[src/rtl/gcfem_pkg.sv]
`default_nettype none
package gcfem_pkg;

	localparam int VERTICES  = 8;
	localparam int EDGE_BITS = 28;
	localparam int PAIRS     = (VERTICES * (VERTICES - 1)) / 2;
	localparam int SET_W     = 8;
	localparam int CNT_W     = 4;
	localparam int ROUNDS    = VERTICES - 1;
	localparam int ROUND_W   = $clog2(VERTICES);

	typedef logic [VERTICES-1:0] vset_t;
	typedef logic [VERTICES-1:0][VERTICES-1:0] adj_t;

	typedef struct packed {
		logic load;
		logic step;
	} reach_ctrl_t;

	typedef struct packed {
		vset_t reached;
		vset_t grown;
	} reach_stat_t;

	// Pair k of the upper triangle sits at mask bit PAIRS-1-k; bits above the
	// mask width read as no edge.
	function automatic adj_t build_adj(input logic [EDGE_BITS-1:0] mask);
		adj_t adj;
		int   pos;
		adj = '0;
		pos = PAIRS;
		for (int r = 0; r < VERTICES; r++) begin
			for (int c = r + 1; c < VERTICES; c++) begin
				pos = pos - 1;
				if (pos < EDGE_BITS) begin
					if (mask[pos]) begin
						adj[r][c] = 1'b1;
						adj[c][r] = 1'b1;
					end
				end
			end
		end
		return adj;
	endfunction

	function automatic logic [CNT_W-1:0] count_set(input vset_t v);
		logic [CNT_W-1:0] n;
		n = '0;
		for (int i = 0; i < VERTICES; i++) begin
			n = n + CNT_W'(v[i]);
		end
		return n;
	endfunction

	function automatic logic [SET_W-1:0] report_set(input vset_t v);
		logic [SET_W-1:0] s;
		s = '0;
		for (int i = 0; i < SET_W; i++) begin
			if (i < VERTICES) begin
				s[i] = v[i];
			end
		end
		return s;
	endfunction

endpackage
`default_nettype wire

[src/rtl/gcfem_reach.sv]
`default_nettype none
module gcfem_reach (
	input  wire logic                             clk,
	input  wire gcfem_pkg::reach_ctrl_t           ctrl,
	input  wire logic [gcfem_pkg::EDGE_BITS-1:0]  edge_mask,
	output gcfem_pkg::reach_stat_t                stat
);

	gcfem_pkg::adj_t  adj_q;
	gcfem_pkg::vset_t reached_q;
	gcfem_pkg::vset_t grown;

	// One expansion round: merge the adjacency rows of every reached vertex.
	always_comb begin
		grown = reached_q;
		for (int r = 0; r < gcfem_pkg::VERTICES; r++) begin
			if (reached_q[r]) begin
				grown = grown | adj_q[r];
			end
		end
	end

	always_ff @(posedge clk) begin
		if (ctrl.load) begin
			adj_q     <= gcfem_pkg::build_adj(edge_mask);
			reached_q <= gcfem_pkg::vset_t'(1);
		end else if (ctrl.step) begin
			reached_q <= grown;
		end
	end

	assign stat.reached = reached_q;
	assign stat.grown   = grown;

endmodule
`default_nettype wire

[src/rtl/graph_connectivity_from_edge_mask.sv]
`default_nettype none
// Connectivity check for an undirected graph on gcfem_pkg::VERTICES vertices. Each input
// item is an edge mask over the upper triangle (bit 27 is the pair (0,1), bit 0 the pair
// (6,7)); each item yields exactly one result item with the set of vertices reachable
// from vertex 0, its size and a connected flag. The mask is turned into adjacency rows
// when the item is accepted, and then a single expansion unit merges the rows of all
// reached vertices once per cycle. It stops as soon as a round adds nothing, or after
// VERTICES-1 rounds. An item therefore occupies the block from the accept cycle through
// its growing rounds to a closing cycle in which the result is written to the output
// register. in_stall is high while the item is in the run state, including that closing
// cycle, and low in the accept cycle. The output register lets a new item be accepted
// while the previous result still waits to be taken; a finished search holds until that
// register is free.
module graph_connectivity_from_edge_mask (
	input  wire logic                             clk,
	input  wire logic                             arst_n,
	input  wire logic                             in_valid,
	output logic                                  in_stall,
	input  wire logic [gcfem_pkg::EDGE_BITS-1:0]  edge_mask,
	output logic                                  out_valid,
	input  wire logic                             out_stall,
	output logic [gcfem_pkg::SET_W-1:0]           reached_set,
	output logic [gcfem_pkg::CNT_W-1:0]           reached_count,
	output logic                                  connected
);

	typedef enum logic [1:0] {
		ST_IDLE = 2'b01,
		ST_RUN  = 2'b10
	} state_t;

	state_t                          state_q;
	logic [gcfem_pkg::ROUND_W-1:0]   round_q;
	logic                            out_valid_q;
	logic [gcfem_pkg::SET_W-1:0]     reached_set_q;
	logic [gcfem_pkg::CNT_W-1:0]     reached_count_q;
	logic                            connected_q;

	gcfem_pkg::reach_ctrl_t          ctrl;
	gcfem_pkg::reach_stat_t          stat;

	logic                            accept;
	logic                            can_step;
	logic                            finished;
	logic                            slot_free;
	logic                            retire;
	gcfem_pkg::vset_t                result;
	logic [gcfem_pkg::CNT_W-1:0]     result_count;

	assign in_stall = (state_q != ST_IDLE);
	assign accept   = in_valid && (state_q == ST_IDLE);

	// No further round is taken once the round budget is used up.
	assign can_step  = (round_q != gcfem_pkg::ROUND_W'(gcfem_pkg::ROUNDS));
	assign result    = can_step ? stat.grown : stat.reached;
	assign finished  = !can_step || (stat.grown == stat.reached);
	assign slot_free = !out_valid_q || !out_stall;
	assign retire    = (state_q == ST_RUN) && finished && slot_free;

	assign result_count = gcfem_pkg::count_set(result);

	always_comb begin
		ctrl.load = accept;
		ctrl.step = (state_q == ST_RUN) && can_step && !retire;
	end

	gcfem_reach u_reach (
		.clk       (clk),
		.ctrl      (ctrl),
		.edge_mask (edge_mask),
		.stat      (stat)
	);

	always_ff @(posedge clk or negedge arst_n) begin
		if (!arst_n) begin
			state_q     <= ST_IDLE;
			round_q     <= '0;
			out_valid_q <= 1'b0;
		end else begin
			case (state_q)
				ST_IDLE: begin
					if (accept) begin
						state_q <= ST_RUN;
						round_q <= '0;
					end
				end
				ST_RUN: begin
					if (retire) begin
						state_q <= ST_IDLE;
					end else if (can_step) begin
						round_q <= round_q + 1'b1;
					end
				end
				default: begin
					state_q <= ST_IDLE;
				end
			endcase

			if (retire) begin
				out_valid_q <= 1'b1;
			end else if (!out_stall) begin
				out_valid_q <= 1'b0;
			end
		end
	end

	// The result payload is only written when the output register is free.
	always_ff @(posedge clk) begin
		if (retire) begin
			reached_set_q   <= gcfem_pkg::report_set(result);
			reached_count_q <= result_count;
			connected_q     <= (result_count == gcfem_pkg::CNT_W'(gcfem_pkg::VERTICES));
		end
	end

	assign out_valid     = out_valid_q;
	assign reached_set   = reached_set_q;
	assign reached_count = reached_count_q;
	assign connected     = connected_q;

endmodule
`default_nettype wire
[config.mk]
export PLATFORM = sky130hd
export DESIGN_NAME = graph_connectivity_from_edge_mask
export DESIGN_NICKNAME = d
export VERILOG_FILES = /design/src/rtl/gcfem_pkg.sv /design/src/rtl/gcfem_reach.sv /design/src/rtl/graph_connectivity_from_edge_mask.sv
export SDC_FILE = /design/constraint.sdc
export NUM_CORES = 1
export LEC_CHECK = 0
export ABC_AREA = 1
export BUFFER_PORTS_ARGS = -buffer_cell sky130_fd_sc_hd__buf_2
export CORE_MARGIN = 1.5
export CORE_UTILIZATION = 51
export DETAILED_ROUTE_END_ITERATION = 16
export GPL_TIMING_DRIVEN = 0
export HOLD_SLACK_MARGIN = 0.05
export MAX_ROUTING_LAYER = met4
export PLACE_DENSITY = 0.76
export SYNTH_ARGS = -nofsm -noshare
export SYNTH_HDL_FRONTEND = slang
export SYNTH_HIERARCHICAL = 1
export SYNTH_SLANG_ARGS = --single-unit
[constraint.sdc]
create_clock -name clk -period 3.6 [get_ports clk]
set_input_delay 0 -clock clk [delete_from_list [all_inputs] [get_ports clk]]
set_output_delay 0 -clock clk [all_outputs]
set_load 0.005 [all_outputs]
==> impl_metrics.toml, run 1 <==
[synth]
synth.distinct_cells = 28
yosys.area_share.simple_pct = 27.4
ys_ff_latch = 55
synth_cells = 327
synth-seq-area-share_pct = 52.7
syn-mean-instance-area_um2 = 8.95
synth_nets = 368
muxShareOfSynthArea_pct = 0
yosysWarnings = 6
synth_xor_area_share_pct = 1.20
synth_area_leaders = "edfxtp_1 42%, nand2_1 17%, dfxtp_1 5.5%"
yosysTopAreaCellShare_pct = 42.1
yosysTopAreaCell = "edfxtp_1"
synth_top_family_by_area = "simple AND/OR/NAND/NOR gates"
syn_area_um2 = 2930
synthAdderAreaFrac_pct = 4.87
synth_compound_area_share_pct = 3.89

[cts]
cts_tree = "yes"
clkTransAtPathRegs_ns = 0.09
cts_buffer_depth = 2
cts.root.buffer_cell = "clkbuf_8"
clk_latency_ns = 0.31
cts_made_buffers = 5
htreeDepth = 2
cts.sinks = 55

[placement]
port_buffers = 46
dpl.hpwl_um = 3890
pre_cts_ws_ns = -0.544
gp_congestion = 0.861

[drt]
drtPass1Iterations = 4
routed_wl_um = 6020
via_per_inst = 4.73
routedLengthMet1_um = 2400
vias = 2375
final_antenna_net_count = 0
top_layer = "met4"
detailedRoute.firstIterationViolations = 95
route.met2.wl_um = 3280
post-route-drc-count = 0
dr_wl_met3_um = 264
wl_per_cell_um = 12.0

[setup_path]
worstPathMaxFanout = 4
critPathTopFamily = "adder cells"
r2r_setup_slack_ns = -0.22
rr_worst_depth = 15
r2r_start = "round_q[1]$_DFFE_PN0P_"
cp.depth = 15
critical_path_arrival_ns = 3.88
rr_endpoint = "reached_count[1]$_DFFE_PP_"
crit_path_top_delay_cell = "fa_1"
worstSetupEndpointType = "flip-flop"
worst_setup_path_start_kind = "flip-flop"
cpPeakStageDelay_ns = 0.51
crit_required_ns = 3.67
crit_type = "flip-flop to flip-flop"
path_cells = "ha_2 -> ha_4 -> buf_6 -> o21ai_4 -> inv_2 -> fa_1 -> fa_1 -> inv_2 -> fa_1 -> ha_2 -> inv_2 -> fa_1 -> inv_2 -> buf_4 -> buf_6"
cp_num_buf_inv = 7

[timing]
setup_viol = 3
fin_crit_sh_pct = 106
drv_slew = 0
skew_ns = 0.0125
hold_viol = 0
postLayoutSetupSlackWorst_ns = -0.215
relSlewSlack_pct = 65.0
fmax_mhz = 262
grt_setup_unrepaired = "true"
worst_slew_pin_slew_ns = 0.524
fin_tns_setup_ns = -0.458
layout_min_cycle_time_ns = 3.82

[floorplanning]
pin_count = 47
die_w_um = 78.8
rows = 27
core_area_um2 = 5510
dieArea_um2 = 6200
start_util_pct = 53.2
dieHeight_um = 78.8

[finish]
nNetsFinal = 470
most-common-layout-cells = "133 x nand2_1, 46 x buf_2, 41 x edfxtp_1"
area_delta_synth_final_pct = 33.6
final_util_pct = 71.0
n_antenna_cell = 0
final_layout_size_suffix_gt1_share_pct = 34.4
final_common_cell = "nand2_1"

[power]
power_mw = 3.47
power.density_nw_per_um2 = 887
ir_drop_uv = 915
cellLeakagePower_nw = 1.83

[run_status]
outcome = "finished, violations left"
violations = "setup timing"

[grt]
grt_pass1_vias = 2312
gr-total-overflow = 0
track_usage_pct = 21.4
antenna_found_initial = 0
grt_max_degree = 23
grt_pass1_wl_um = 9920

[hold_path]
hold_class = "input pin to asynchronous set/reset pin"

[job]
max_cap_violations = 0
==> kinds of logic (layout without fill, tap and decap cells) <==
family / after synthesis / in the layout
AND/OR/NAND/NOR: 184 / 184
adder cells (fa/ha/maj): 9 / 9
AO/OA/AOI/OAI: 19 / 19
buffers and inverters: 56 / 159
XOR/XNOR: 4 / 4
flip-flops: 55 / 55
==> how the worst max path moves through the flow <==
stage                                           start                    endpoint
floorplan                      round_q[0]$_DFFE_PN0P_         connected$_DFFE_PP_
global placement               round_q[0]$_DFFE_PN0P_         connected$_DFFE_PP_
detailed placement  u_reach/reached_q[6]$_SDFFE_PP0P_         connected$_DFFE_PP_
CTS                            round_q[1]$_DFFE_PN0P_         connected$_DFFE_PP_
global route                   round_q[0]$_DFFE_PN0P_         connected$_DFFE_PP_
finish                         round_q[1]$_DFFE_PN0P_  reached_count[1]$_DFFE_PP_
==> Yosys cell counts (all sizes together) <==
| cell | instances |
|---|---|
| buf | 10 |
| or2 | 2 |
| nor2 | 24 |
| inv | 43 |
| fa | 4 |
| dfstp | 1 |
| clkdlybuf4s15 | 1 |
| clkinv | 2 |
| ha | 5 |
| xnor2 | 4 |
| o22ai | 1 |
| o21ai | 8 |
| a2111oi | 1 |
| nand2 | 145 |
| dfrtp | 5 |
| a21oi | 9 |
| edfxtp | 41 |
| nand3 | 13 |
| dfxtp | 8 |
==> state kept, by name, summed over array words and instances, names as in the netlist <==
register           cells
reached_set            8
state_q                2
out_valid              1
reached_count          4
connected              1
round_q                3
u_reach/adj_q         28
u_reach/reached_q      8
==> metrics by stage <==
| stage | hold slack [ns] | instances | instance area [µm²] |
|---|---|---|---|
| after global routing | 0.182 | 502 | 3910 |
| after detailed placement | -0.168 | 446 | 3290 |
| after global placement | -0.171 | 445 | 3270 |
| after CTS | 0.167 | 491 | 3770 |
| final | 0.177 | 502 | 3910 |
| after floorplan | -0.296 | 327 | 2950 |
==> where the power goes <==
group / switching [mW] / internal, mW / total, mW
Combinational: 1.16 / 0.966 / 2.12
Sequential: 0.0797 / 0.924 / 1.00
Clock: 0.202 / 0.140 / 0.342
Total: 1.44 / 2.03 / 3.47
==> what timing repair did <==
item | 4_1_cts | 5_1_grt
endpoints found under the hold margin | 36 | 0
setup endpoints to repair | 3 | 3
resized for setup | 13 | 18
hold buffers | 32 | 0
pin swaps | 3 | 2
setup buffers | 5 | 11
==> layout make-up <==
type	count	area (µm²)
tap	72	90.1
buffer	11	124
clock buffer	5	68.8
timing repair buffer	95	693
clock inverter	3	22.5
sequential	55	1560
multi-input combinational	216	1180
fill	404	1600
inverter	45	176
==> per-layer routing <==
layer	track usage (%)	vias to the layer above
met4	7.50	0
met3	4.37	10
met5	-	-
met2	38.1	66
li1	-	1222
met1	23.8	1077
(Power assumes the default switching activity.)
==> run 2, diff against run 1 <==
--- a/config.mk
+++ b/config.mk
@@ -8,12 +8,12 @@
 export ABC_AREA = 1
 export BUFFER_PORTS_ARGS = -buffer_cell sky130_fd_sc_hd__buf_2
 export CORE_MARGIN = 1.5
-export CORE_UTILIZATION = 51
+export CORE_UTILIZATION = 56
 export DETAILED_ROUTE_END_ITERATION = 16
 export GPL_TIMING_DRIVEN = 0
 export HOLD_SLACK_MARGIN = 0.05
 export MAX_ROUTING_LAYER = met4
-export PLACE_DENSITY = 0.76
+export PLACE_DENSITY = 0.79
 export SYNTH_ARGS = -nofsm -noshare
 export SYNTH_HDL_FRONTEND = slang
 export SYNTH_HIERARCHICAL = 1
==> constraint.sdc (replaced) <==
create_clock -name clk -period 4.1 [get_ports clk]
set_input_delay 0 -clock clk [delete_from_list [all_inputs] [get_ports clk]]
set_output_delay 0 -clock clk [all_outputs]
set_load 0.005 [all_outputs]
==> run 2 against run 1 <==
  * The flow now finishes without violations
  * Setup slack gained 0.36 ns
  * Total power shrank 24%
  * Clock power grew 19%
  * Global-route usage grew 2.4 points
  * Via count shrank 3.8%
  * Critical endpoint is now connected$_DFFE_PP_
  * Register-to-register slack gained 0.36 ns
  * Sequential power shrank 12%
  * Fmax shrank 3.5%
  * Non-clock buffer count shrank 16
  * Cell area shrank 4.3%
  * Core utilization grew 2.7 points
==> impl_metrics.toml, run 2 (synthesis results as in run 1) <==
[finish]
multi_input_area_um2 = 1120
ff_latch_area_um2 = 1540
top_register = "u_reach/adj_q"
largest_reg_flops = 28
final_layout_size_suffix_gt1_share_pct = 26.8
stdcell_area_um2 = 3740
fillerInstances = 384
nNetsFinal = 454
area_delta_synth_final_pct = 27.9
final_util_pct = 73.8
n_antenna_cell = 0
most-common-layout-cells = "135 x nand2_1, 46 x buf_2, 41 x edfxtp_1"
final_common_cell = "nand2_1"

[drt]
final_antenna_net_count = 0
detailedRoute.firstIterationViolations = 102
wl_per_cell_um = 12.0
post-route-drc-count = 0
via_per_inst = 4.72
drtPass1Iterations = 4
routed_wl_um = 5800
vias = 2284

[timing]
drv_slew = 0
timing.hold.ws_ns = 0.174
setup_viol = 0
layout_min_cycle_time_ns = 3.95
fmax_mhz = 253
hold_viol = 0
fin_crit_sh_pct = 96.4
worst_slew_pin_slew_ns = 0.499
fin_tns_setup_ns = 0
skew_ns = 0.00914
relSlewSlack_pct = 66.4

[job]
max_cap_violations = 0

[setup_path]
worstSetupEndpointType = "flip-flop"
rr_endpoint = "connected$_DFFE_PP_"
rr_worst_depth = 14
crit_required_ns = 4.22
r2r_setup_slack_ns = 0.15
critical_path_arrival_ns = 4.07
worstPathMaxFanout = 10
crit_type = "flip-flop to flip-flop"
r2r_start = "round_q[0]$_DFFE_PN0P_"
worst_setup_path_start_kind = "flip-flop"

[cts]
htreeDepth = 2
cts_buffer_depth = 2
cts_tree = "yes"
clkTransAtPathRegs_ns = 0.09
cts.root.buffer_cell = "clkbuf_8"
cts_made_buffers = 5
cts.sinks = 55
clk_latency_ns = 0.31

[grt]
gr-total-overflow = 0
grt_max_degree = 23
track_usage_pct = 23.7
grt_pass1_wl_um = 9570
grt_pass1_vias = 2189
antenna_found_initial = 0

[floorplanning]
die_w_um = 75.3
pin_count = 47
rows = 26
start_util_pct = 57.7
core_area_um2 = 5070
dieHeight_um = 75.3
dieArea_um2 = 5670

[power]
cellLeakagePower_nw = 1.75
power_mw = 2.65
power.density_nw_per_um2 = 707
ir_drop_uv = 421

[placement]
dpl.hpwl_um = 3850
dpl_cell_area_um2 = 3260
port_buffers = 46
gp_congestion = 0.848

[hold_path]
hold_class = "input pin to asynchronous set/reset pin"

[run_status]
outcome = "finished, final reports clean"
run 2: timing repair:
item | CTS | global route
pin swaps | 0 | 1
gates resized for setup | 2 | 9
hold endpoints to repair | 36 | 0
setup buffers | 0 | 0
endpoints found under the setup margin | 1 | 1
hold buffers | 32 | 0
run 2: critical path, cell delays in order (launching register included):
cell	delay [ns]
dfrtp_1	0.40
ha_1	0.24
ha_4	0.20
buf_4	0.17
o21ai_2	0.15
inv_1	0.07
fa_1	0.49
fa_1	0.49
inv_1	0.05
fa_1	0.48
ha_2	0.18
inv_1	0.05
fa_1	0.47
inv_1	0.06
a2111oi_2	0.27
run 2: per-stage QoR:
step	setup slack (ns)	std cells
floorplan	0.200	327
global placement	-0.109	443
detailed placement	-0.0806	444
CTS	0.00248	484
global route	-0.00260	484
finish	0.148	484
run 2: report_power, final:
part / leakage [nW] / total [mW] / switching, mW / internal (mW)
combinational: 1.16 / 1.36 / 0.819 / 0.544
clock: 0.0654 / 0.407 / 0.163 / 0.244
sequential: 0.523 / 0.878 / 0.0748 / 0.803
total: 1.75 / 2.65 / 1.06 / 1.59
run 2: worst max-delay path by stage:
stage,from,to,slack [ns],cells after the start
global placement,round_q[0]$_DFFE_PN0P_,connected$_DFFE_PP_,-0.11,14
global route,round_q[0]$_DFFE_PN0P_,connected$_DFFE_PP_,-0.003,14
CTS,round_q[0]$_DFFE_PN0P_,connected$_DFFE_PP_,0.002,14
floorplan,round_q[0]$_DFFE_PN0P_,connected$_DFFE_PP_,0.20,14
detailed placement,round_q[0]$_DFFE_PN0P_,connected$_DFFE_PP_,-0.08,14
finish,round_q[0]$_DFFE_PN0P_,connected$_DFFE_PP_,0.15,14
run 2: routing by layer:
metal | wire [µm] | share of wire [%] | track usage [%]
met5 | 0 | 0 | -
met4 | 44 | 0.76 | 6.55
met3 | 305 | 5.3 | 4.23
met2 | 3140 | 54 | 42.5
met1 | 2310 | 40 | 27.4
run 2: layout make-up:
cell class / instances / share of cell area (%)
clock buffers: 6 / 1.94
repair buffers: 79 / 15.1
clock inverters: 2 / 1.60
well taps: 70 / 2.34
inverters: 45 / 4.65
plain buffers: 11 / 3.21
flip-flops and latches: 55 / 41.2
multi-input cells: 216 / 29.9
